===== src/hdl/ngod_pkg.sv =====
// Types, codes and key forming for the n-gram out-of-place distance block.
package ngod_pkg;

  localparam int TEXT_W = 40;
  localparam int LEN_W = 3;
  localparam int KEY_W = TEXT_W + LEN_W;
  localparam int DIST_W = 25;
  localparam int PEN_W = 16;
  localparam int TEXT_CHARS = 5;
  localparam int MAX_GRAM_CHARS = 5;

  localparam logic [PEN_W-1:0] PENALTY_RESET = 16'd400;
  localparam logic [DIST_W-1:0] DIST_MAX = {DIST_W{1'b1}};

  localparam logic [1:0] MODE_APPEND = 2'd0;
  localparam logic [1:0] MODE_TEST = 2'd1;
  localparam logic [1:0] MODE_CLEAR = 2'd2;

  typedef struct packed {
    logic [1:0]        mode;
    logic [TEXT_W-1:0] gram_text;
    logic [LEN_W-1:0]  gram_length;
    logic              last_entry;
  } in_item_t;

  typedef struct packed {
    logic [DIST_W-1:0] distance;
    logic              empty_error;
    logic              overflow;
  } out_item_t;

  typedef struct packed {
    logic [1:0]       mode;
    logic [KEY_W-1:0] key;
    logic             last;
  } cmd_t;

  // Clear text bytes at or beyond the clamped length; keep the length as given.
  function automatic logic [KEY_W-1:0] form_key(input logic [TEXT_W-1:0] text,
                                                input logic [LEN_W-1:0] len);
    logic [LEN_W-1:0]  n;
    logic [TEXT_W-1:0] masked;
    n = len;
    if (n > LEN_W'(MAX_GRAM_CHARS)) begin
      n = LEN_W'(MAX_GRAM_CHARS);
    end
    masked = text;
    for (int i = 0; i < TEXT_CHARS; i++) begin
      if (LEN_W'(i) >= n) begin
        masked[8*i +: 8] = 8'd0;
      end
    end
    return {len, masked};
  endfunction

endpackage


===== src/hdl/ngod_front.sv =====
// Front end: accept items, form the lookup key and queue commands.
module ngod_front (
  input  ngod_pkg::in_item_t item,
  input  logic               push,
  output logic               full,
  output ngod_pkg::cmd_t     cmd,
  output logic               cmd_push,
  input  logic               cmd_full
);
  import ngod_pkg::*;

  assign full         = cmd_full;
  assign cmd.mode     = item.mode;
  assign cmd.key      = form_key(item.gram_text, item.gram_length);
  assign cmd.last     = item.last_entry;
  // Drop the unused mode here so the back end never sees it.
  assign cmd_push     = push && !cmd_full &&
                        (item.mode == MODE_APPEND || item.mode == MODE_TEST ||
                         item.mode == MODE_CLEAR);

endmodule


===== config.mk =====
export PLATFORM = sky130hd
export DESIGN_NAME = ngod_front
export DESIGN_NICKNAME = d
export VERILOG_FILES = /design/src/hdl/ngod_pkg.sv /design/src/hdl/ngod_front.sv
export SDC_FILE = /design/constraint.sdc
export NUM_CORES = 1
export LEC_CHECK = 0
export BUFFER_PORTS_ARGS = -buffer_cell sky130_fd_sc_hd__buf_2
export CAP_MARGIN = 20
export CORE_MARGIN = 5
export CORE_UTILIZATION = 23
export DETAILED_ROUTE_END_ITERATION = 12
export GPL_TIMING_DRIVEN = 0
export PLACE_DENSITY = 0.88
export SETUP_SLACK_MARGIN = 0.5
export SYNTH_ARGS = -nofsm -noshare
export SYNTH_HDL_FRONTEND = slang
export SYNTH_SLANG_ARGS = --single-unit

===== constraint.sdc =====
create_clock -name vclk -period 1.6
set_input_delay 0.32 -clock vclk [all_inputs]
set_output_delay 0.32 -clock vclk [all_outputs]
set_load 0.01 [all_outputs]

==> results by group <==
Cells and area
  • P&R area growth vs syn: 211%
  • Final design area excluding fillers: 1100 um^2
  • Share of cells above drive strength 1: 0.829
  • Commonest non-fill, non-tap cell in the layout: buf_2
  • FF/Latch Area: 0 um^2
  • Inserted Diodes: 0
  • Layout Nets: 202
  • Clock buffers: 0
  • Final sequential cell count: 0
  • Most frequent cells in the layout: buf_2, nor2b_1, buf_6, and2_4, buf_4

Critical path
  • Arrival time worst endpoint: 0.99 ns
  • Crit path launch type: input pin
  • Max Fanout on Critical Path: 8
  • CP required: 1.28 ns
  • Critical path capture point type: output pin
  • Setup Crit Path Kind: input pin to output pin

Route
  • DR WL/cell: 11.8 um
  • DRT antenna net count: 0
  • DR vias/cell: 4.21
  • First-pass DRT Iterations: 2
  • Number of remaining DRC errors: 0
  • Routed wire length: 1.98 mm
  • Via Count: 707
  • Detailed Route Iter0 Violations: 2

Yosys
  • Post-Syn Instances: 54
  • Top cell type's share of synthesized area: 0.426
  • Syn Nets: 102
  • Yosys cell types: 10
  • Post-Syn Area: 353 um^2
  • Top post-synthesis cells by area: nor2b_1, and2_1, buf_4
  • Post-synthesis sequential area ratio: 0
  • Mean post-synth cell area: 6.53 um^2
  • Ys Warns: 0
  • Post-synth top area cell: nor2b_1

Status
  • Outcome: complete, no violations

Place
  • Routability cong.: 0.650
  • Input/output buffers: 95
  • Hpwl dp: 1.67 mm
  • DP Worst Slack: 0.162 ns
  • Placed inst area: 868 um^2

STA
  • RSZ-0062 raised after global routing: true
  • Fmax achieved: 762 MHz
  • TNS Setup: 0 ns
  • Slew at the pin closest to its max-slew limit: 0.313 ns
  • Final worst path period share: 0.820
  • Max-slew violation count: 0
  • # setup viols final: 0
  • PnR worst setup slack: 0.288 ns
  • Final hold viol count: 0
  • Slew margin rel.: 0.791
  • Fin crit period: 1.31 ns

Power
  • Leakage: 0.645 nW
  • Worst VDD drop: 0.155 mV
  • Pwr dens: 287 nW/um^2

Floorplanning
  • Die area: 2420 um^2
  • Placement Rows: 14
  • Initial core utilization: 0.237
  • Die height: 49.2 um
  • # IOs: 96
  • Die Wd: 49.2 um
  • Core area: 1490 um^2

Global route
  • First-pass GRT wire length: 2.97 mm
  • Largest net degree at the start of global routing: 9
  • GR Overflow Total: 0
  • Total track usage: 0.142
  • Initial antenna violation count: 0
  • Vias in the first global route: 724

Job
  • Max-cap violations: 0

Clock network
  • Post-CTS Hold Buffers: 0

Hold path
  • Worst hold path type: input pin to output pin
[worst max-delay path: stages]
cell     delay [ns]
buf_12         0.11
nor3_4         0.31
nor2b_1        0.10
buf_2          0.15
[routing by layer]
metal  vias up  share of wire  wire length (um)  track usage
met5         -              0                 0            0
met4         0              0                 0      0.00448
met3         0           0.18               349       0.0489
met2        60           0.51              1020        0.283
met1       292           0.31               612        0.143
li1        355              -                 -            -
[kinds of logic after synthesis]
kind of cell / after synthesis / synth area share
buffers and inverters: 9 / 0.174
AOI/OAI and AO/OA: 3 / 0.0709
and+or+nand+nor: 42 / 0.755
[cells in the mapped netlist]
library cell,number
buf_4,7
nor2_2,1
a211oi_1,1
inv_1,1
nor2b_1,24
nor3_2,1
o21a_2,1
buf_2,1
and2_1,16
a21oi_2,1
[cell type report]
type / count / area [um^2]
tap: 16 / 20.0
fill: 118 / 392
multi-input combinational: 45 / 359
buffer: 8 / 63.8
inverter: 1 / 3.75
timing repair buffer: 98 / 651
[metrics by stage]
step / util / hold WS [ns] / cells / total power, mW
final: 0.737 / 0.828 / 168 / 0.315
after CTS: 0.687 / 0.832 / 166 / 0.294
after global routing: 0.737 / 0.834 / 168 / 0.342
after global placement: 0.583 / 0.827 / 165 / 0.242
after floorplan: - / 0.686 / 54 / 0.114
after detailed placement: 0.583 / 0.832 / 165 / 0.246
[repair_timing]
action / 4_1_cts / 5_1_grt
gates resized for setup: 31 / 13
setup endpoints to repair: 41 / 41
pin swaps: 11 / 4
buffers inserted: 1 / 2
[power by group]
group	switching, mW	total, mW	internal, mW	leakage (nW)
clock	0	0	0	0
sequential	0	0	0	0
combinational	0.124	0.315	0.190	0.645
[final timing paths]
check,start,endpoint,depth (start not counted),slack [ns]
worst min-delay path,item[0],cmd[0],2,0.83
worst max-delay path,item[1],cmd[8],4,0.29
(Power assumes the default switching activity.)
