$ cat src/hdl/ngod_fifo.sv
// Small first-in first-out queue with full and empty flags.
module ngod_fifo #(
  parameter int WIDTH = 8,
  parameter int DEPTH = 2
) (
  input  logic             clk,
  input  logic             rst,
  input  logic             push,
  input  logic [WIDTH-1:0] wdata,
  output logic             full,
  input  logic             pop,
  output logic [WIDTH-1:0] rdata,
  output logic             empty
);

  localparam int PW = (DEPTH > 1) ? $clog2(DEPTH) : 1;
  localparam int CW = $clog2(DEPTH + 1);

  logic [WIDTH-1:0] slots [DEPTH];
  logic [PW-1:0]    wr_ptr;
  logic [PW-1:0]    rd_ptr;
  logic [CW-1:0]    count;
  logic             do_push;
  logic             do_pop;

  assign full    = (count == CW'(DEPTH));
  assign empty   = (count == '0);
  assign do_push = push && !full;
  assign do_pop  = pop && !empty;
  assign rdata   = slots[rd_ptr];

  always_ff @(posedge clk) begin
    if (do_push) begin
      slots[wr_ptr] <= wdata;
    end
  end

  always_ff @(posedge clk) begin
    if (rst) begin
      wr_ptr <= '0;
      rd_ptr <= '0;
      count  <= '0;
    end else begin
      if (do_push) begin
        wr_ptr <= (wr_ptr == PW'(DEPTH - 1)) ? '0 : wr_ptr + 1'b1;
      end
      if (do_pop) begin
        rd_ptr <= (rd_ptr == PW'(DEPTH - 1)) ? '0 : rd_ptr + 1'b1;
      end
      if (do_push && !do_pop) begin
        count <= count + 1'b1;
      end else if (do_pop && !do_push) begin
        count <= count - 1'b1;
      end
    end
  end

endmodule

$ cat config.mk
export PLATFORM = sky130hd
export DESIGN_NAME = ngod_fifo
export DESIGN_NICKNAME = d
export VERILOG_FILES = /design/src/hdl/ngod_fifo.sv
export SDC_FILE = /design/constraint.sdc
export NUM_CORES = 1
export LEC_CHECK = 0
export ABC_AREA = 0
export BUFFER_PORTS_ARGS = -buffer_cell sky130_fd_sc_hd__buf_2
export CAP_MARGIN = 10
export CORE_MARGIN = 2
export CORE_UTILIZATION = 44
export CTS_CLUSTER_SIZE = 40
export DETAILED_ROUTE_END_ITERATION = 10
export PLACE_DENSITY = 0.72
export SETUP_SLACK_MARGIN = 0.5
export SLEW_MARGIN = 20
export SYNTH_ARGS = -nofsm -noshare
export SYNTH_HDL_FRONTEND = slang
export SYNTH_SLANG_ARGS = --single-unit
$ cat constraint.sdc
create_clock -name clk -period 1.6 [get_ports clk]
set_input_delay 0.16 -clock clk [delete_from_list [all_inputs] [get_ports clk]]
set_output_delay 0.16 -clock clk [all_outputs]
set_load 0.05 [all_outputs]
==> impl_metrics.env, run 1 <==
export IMPL_status="finished clean"
export IMPL_vdd_ir_drop_max_mv=1.088
export IMPL_grt_pass1_vias=461
export IMPL_first_pass_iters=4
export IMPL_yosys_warnings=0
export IMPL_vias=494
export IMPL_fin_area_mm2=0.001132
export IMPL_die_area_mm2=0.002159
export IMPL_grt_antenna_before_repair=0
export IMPL_muxShareOfSynthArea_pct=11.36
export IMPL_ys_types=13
export IMPL_crit_family="simple AND/OR/NAND/NOR gates"
export IMPL_power_leakage_nw=0.4481
export IMPL_hold_violations=0
export IMPL_criticalPathCategory="reg -> reg"
export IMPL_critPathMaxFanout=3
export IMPL_min_path_type="in -> reg"
export IMPL_num_rows=15
export IMPL_coreArea_mm2=0.001708
export IMPL_synth_top_family_by_area="multiplexers"
export IMPL_power_density_mw_per_mm2=1839
export IMPL_seq_area_frac_synth_pct=73.19
export IMPL_syn_to_final_growth_pct=42.74
export IMPL_wire_per_inst_um=13.21
export IMPL_syn_num_nets=63
export IMPL_ant_nets=0
export IMPL_clock_latency_ps=290
export IMPL_crit_required_ps=1820
export IMPL_cts_reportedPaths_clkPinSlew_ps=110
export IMPL_finalNetCount=90
export IMPL_hold_worst_slack_ps=51.73
export IMPL_dr_first_iter_drc_count=5
export IMPL_die_h_um=46.46
export IMPL_totalWireLength_mm=1.334
export IMPL_r2r_setup_slack_ps=160
export IMPL_r2r_end="count[1]"
export IMPL_clockRootBuffer="clkbuf_4"
export IMPL_setup_tns_ps=0
export IMPL_syn_cell_area_um2=793.3
export IMPL_grt_max_degree=12
export IMPL_cpPeakStageDelay_ps=380
export IMPL_start_kind="register"
export IMPL_setup_viol=0
export IMPL_gp_congestion=0.6718
export IMPL_crit_buf_inv=0
export IMPL_diodes=0
export IMPL_cpMaxStageDelayCell="dfxtp_4"
export IMPL_netlist_instances=50
export IMPL_synth_xor_area_share_pct=3.312
export IMPL_worst_slew_pin_slew_ps=247.6
export IMPL_max_cap_viol_count=0
export IMPL_layout_min_cycle_time_ps=1436
export IMPL_cts_path_max_buffers=2
export IMPL_slew_limit_headroom_pct=83.32
export IMPL_cts_tree="done"
export IMPL_dpl_instance_area_um2=937.1
export IMPL_rsz0062_at_grt="true"
export IMPL_port_buffers=21
export IMPL_min_to="slots[1][0]"
export IMPL_end_kind="register"
export IMPL_die_width_um=46.46
export IMPL_drv_slew=0
export IMPL_cts_htree_levels=1
export IMPL_grt_overflow=0
export IMPL_grt_usage_pct=14.26
export IMPL_final_cell_mix="16 x edfxtp_1, 11 x buf_2, 9 x buf_6"
export IMPL_cts_buffers=3
export IMPL_post_route_util_pct=66.30
export IMPL_cts_num_sinks=21
export IMPL_drive_above_1_share_pct=60.53
export IMPL_final_common_cell="edfxtp_1"
export IMPL_synth_compound_area_share_pct=3.155
export IMPL_drc=0
export IMPL_r2r_cells=6
export IMPL_io_pins=22
export IMPL_holdCritStartpoint="wdata[0]"
export IMPL_critPathArrivalTime_ps=1660
export IMPL_cts_hold_buf=0
export IMPL_yosys_area_share_simple_pct=5.836
export IMPL_cp_cell_sequence="nor2b_4 > nor2_4 > ha_4 > xor2_1 > or3_1 > a21oi_2"
export IMPL_min_period_over_period_pct=89.76
export IMPL_vias_per_cell=4.891
export IMPL_synth_seq_cells=21
export IMPL_start_util_pct=46.45
export IMPL_rr_startpoint="count[1]"
export IMPL_clock_fmax_mhz=696.3
export IMPL_worstHoldPathCells=1
export IMPL_synth_adder_area_share_pct=1.577
export IMPL_grt_pass1_wl_mm=1.980
export IMPL_fin_skew_ps=3.521
export IMPL_avgSynthCellArea_um2=15.87
## per-stage QoR
stage | setup slack, ps | total power [mW] | instances
2_1_floorplan | -7.819 | 1.377 | 50
3_3_place_gp | 162.6 | 1.504 | 95
3_5_place_dp | 50.58 | 1.520 | 95
4_1_cts | 179.1 | 2.019 | 101
5_1_grt | 83.46 | 2.183 | 101
6_report | 163.8 | 2.083 | 101
## per-layer routing
metal	share of wire, %	global-route usage, %	up-vias	routed length (um)
met3	7.5	4.706	4	100
met2	58	26.39	16	768
met4	2.1	8.571	0	28
met1	33	13.16	240	436
met5	0	0	-	0
li1	-	-	234	-
## power breakdown
| part | internal [mW] | total (mW) | switching (mW) |
|---|---|---|---|
| Combinational | 0.458 | 1.03 | 0.572 |
| Clock | 0.0968 | 0.238 | 0.141 |
| Sequential | 0.716 | 0.815 | 0.0995 |
## sequential cells by signal, indices dropped and copies added (netlist names), named ones only
name	count
slots	16
wr_ptr	1
rd_ptr	1
count	2
## cell usage after synthesis
cell / n / area (um2)
xor2_1: 3 / 26.28
or3_1: 2 / 12.51
nor2_1: 5 / 18.77
ha_1: 1 / 12.51
buf_2: 1 / 5.000
edfxtp_1: 16 / 480.5
o21ai_0: 3 / 15.01
inv_1: 2 / 7.510
dfxtp_1: 5 / 100.1
and2_1: 1 / 6.260
a21oi_1: 2 / 10.01
nor2b_2: 1 / 8.760
mux2_2: 8 / 90.09
## what timing repair did
action                                  4_1_cts  5_1_grt
endpoints found under the setup margin       28       29
pin swaps                                     2        0
resized for setup                            33       11
setup buffers                                 2        0
## worst register-to-register path, stage by stage, from the launching register on
cell and delay (ps):
dfxtp_4 380, nor2b_4 170, nor2_4 60, ha_4 150, xor2_1 140, or3_1 330, a21oi_2 140
## cell type report
cell class / instances / area [um2]
Tap cell: 25 / 31.28
Timing Repair Buffer: 23 / 186.4
Fill cell: 125 / 575.6
Multi-Input combinational cell: 26 / 281.5
Sequential cell: 21 / 591.8
Inverter: 2 / 15.01
Clock buffer: 4 / 26.28
## kinds of logic (layout without fill, tap and decap cells)
family	after synthesis	after routing
adder cells (fa/ha/maj)	1	1
AO/OA/AOI/OAI	5	5
buffers and inverters	3	29
flip-flops	21	21
XOR/XNOR	3	3
multiplexers	8	8
AND/OR/NAND/NOR	9	9
## worst max path at each step
stage | startpoint | end | slack (ps) | cells after the start
2_1_floorplan | count[1] | count[1] | -8 | 5
3_3_place_gp | count[0] | count[1] | 160 | 4
3_5_place_dp | count[0] | count[1] | 50 | 4
4_1_cts | count[1] | count[1] | 180 | 6
5_1_grt | count[1] | count[1] | 80 | 6
6_report | count[1] | count[1] | 160 | 6
(Power assumes the default switching activity.)
==> run 2: changes to the inputs <==
==> constraint.sdc (replaced) <==
create_clock -name clk -period 1.6 [get_ports clk]
set_input_delay 0.16 -clock clk [delete_from_list [all_inputs] [get_ports clk]]
set_output_delay 0.16 -clock clk [all_outputs]
set_load 0.005 [all_outputs]
==> impl_metrics.env, run 2 (same netlist as run 1, synthesis figures left out) <==
export IMPL_power_leakage_nw=0.4584
export IMPL_critPathArrivalTime_ps=1650
export IMPL_gp_congestion=0.6878
export IMPL_max_cap_viol_count=0
export IMPL_grt_antenna_before_repair=0
export IMPL_layout_min_cycle_time_ps=1412
export IMPL_cts_buffers=3
export IMPL_vias_per_cell=4.903
export IMPL_largest_register_ffs=16
export IMPL_wire_per_inst_um=13.76
export IMPL_hold_violations=0
export IMPL_cts_reportedPaths_clkPinSlew_ps=120
export IMPL_min_path_type="in -> reg"
export IMPL_start_util_pct=46.45
export IMPL_die_width_um=46.46
export IMPL_status="finished clean"
export IMPL_fin_skew_ps=7.950
export IMPL_power_density_mw_per_mm2=1562
export IMPL_syn_to_final_growth_pct=44.64
export IMPL_grt_pass1_vias=461
export IMPL_finalNetCount=92
export IMPL_vias=505
export IMPL_first_pass_iters=4
export IMPL_totalWireLength_mm=1.417
export IMPL_start_kind="register"
export IMPL_ant_nets=0
export IMPL_io_pins=22
export IMPL_min_period_over_period_pct=88.27
export IMPL_clock_fmax_mhz=708.0
export IMPL_setup_viol=0
export IMPL_rsz0062_at_grt="true"
export IMPL_final_cell_mix="16 x edfxtp_1, 12 x buf_2, 12 x buf_6"
export IMPL_drv_slew=0
export IMPL_top_register="slots"
export IMPL_cts_hold_buf=0
export IMPL_cts_path_max_buffers=2
export IMPL_die_h_um=46.46
export IMPL_die_area_mm2=0.002159
export IMPL_cts_num_sinks=21
export IMPL_diodes=0
export IMPL_post_route_util_pct=67.18
export IMPL_grt_overflow=0
export IMPL_end_kind="register"
export IMPL_clockRootBuffer="clkbuf_4"
export IMPL_grt_pass1_wl_mm=2.090
export IMPL_slew_limit_headroom_pct=85.47
export IMPL_clock_latency_ps=300
export IMPL_grt_usage_pct=15.07
export IMPL_vdd_ir_drop_max_mv=0.8617
export IMPL_cts_tree="done"
export IMPL_num_rows=15
export IMPL_critPathMaxFanout=3
export IMPL_cts_htree_levels=1
export IMPL_fillers=128
export IMPL_drc=0
export IMPL_setup_tns_ps=0
export IMPL_top_regs="slots (16), count (2)"
export IMPL_drive_above_1_share_pct=64.10
export IMPL_port_buffers=21
export IMPL_dp_hpwl_um=874.4
export IMPL_dr_first_iter_drc_count=9
export IMPL_final_common_cell="edfxtp_1"
export IMPL_coreArea_mm2=0.001708
export IMPL_worst_slew_pin_slew_ps=215.7
export IMPL_crit_required_ps=1840
export IMPL_grt_max_degree=13
export IMPL_criticalPathCategory="reg -> reg"
-- run 2: worst max-delay path, cell delays in order, from the launching register on --
cell	delay, ps
dfxtp_4	380
nor2b_4	130
nor2_2	150
ha_4	230
or3_1	360
a21oi_2	110
-- run 2: layout make-up --
cell class | instances | area [um2] | area share (%)
multi-input combinational | 26 | 279.0 | 24.32
sequential | 21 | 591.8 | 51.58
timing repair buffer | 25 | 202.7 | 17.67
clock buffer | 3 | 22.52 | 1.963
inverter | 2 | 15.01 | 1.309
tap | 25 | 31.28 | 2.726
clock inverter | 1 | 5.005 | 0.4362
-- run 2: metal layers --
metal,global-route usage (%),vias up,wire length [um]
met5,0,-,0
met3,4.706,5,61
met1,17.17,249,577
li1,-,235,-
met2,23.89,16,743
met4,10.29,0,35
-- run 2: where the power goes --
part	leakage, nW	total (mW)	internal (mW)	switching (mW)
Clock	0.0177	0.251	0.0933	0.157
Sequential	0.193	0.820	0.716	0.104
Combinational	0.248	0.721	0.462	0.259
-- run 2: path summary, 6_finish.rpt --
kind | from | end | slack, ps | depth (start not counted)
max | count[1] | count[1] | 190 | 5
min | wdata[5] | slots[0][5] | 30 | 1
max reg2reg | count[1] | count[1] | 190 | 5
min reg2reg | rd_ptr | rd_ptr | 530 | 2
-- run 2: timing repair --
action / CTS / global route
pin swaps: 2 / 0
resized for setup: 25 / 13
setup buffers: 4 / 0
endpoints found under the setup margin: 27 / 29
-- run 2: metrics by stage --
| step | power, mW | hold WS (ps) | setup WS, ps | cell area [um2] | cells |
|---|---|---|---|---|---|
| 4_1_cts | 1.698 | 27.93 | 203.5 | 1099 | 103 |
| 2_1_floorplan | 1.048 | 221.7 | 228.0 | 802.0 | 50 |
| 5_1_grt | 1.903 | 14.75 | 117.6 | 1147 | 103 |
| 3_5_place_dp | 1.193 | 351.2 | 180.0 | 933.4 | 95 |
| 3_3_place_gp | 1.182 | 348.7 | 208.0 | 933.4 | 95 |
| 6_report | 1.792 | 33.94 | 187.6 | 1147 | 103 |
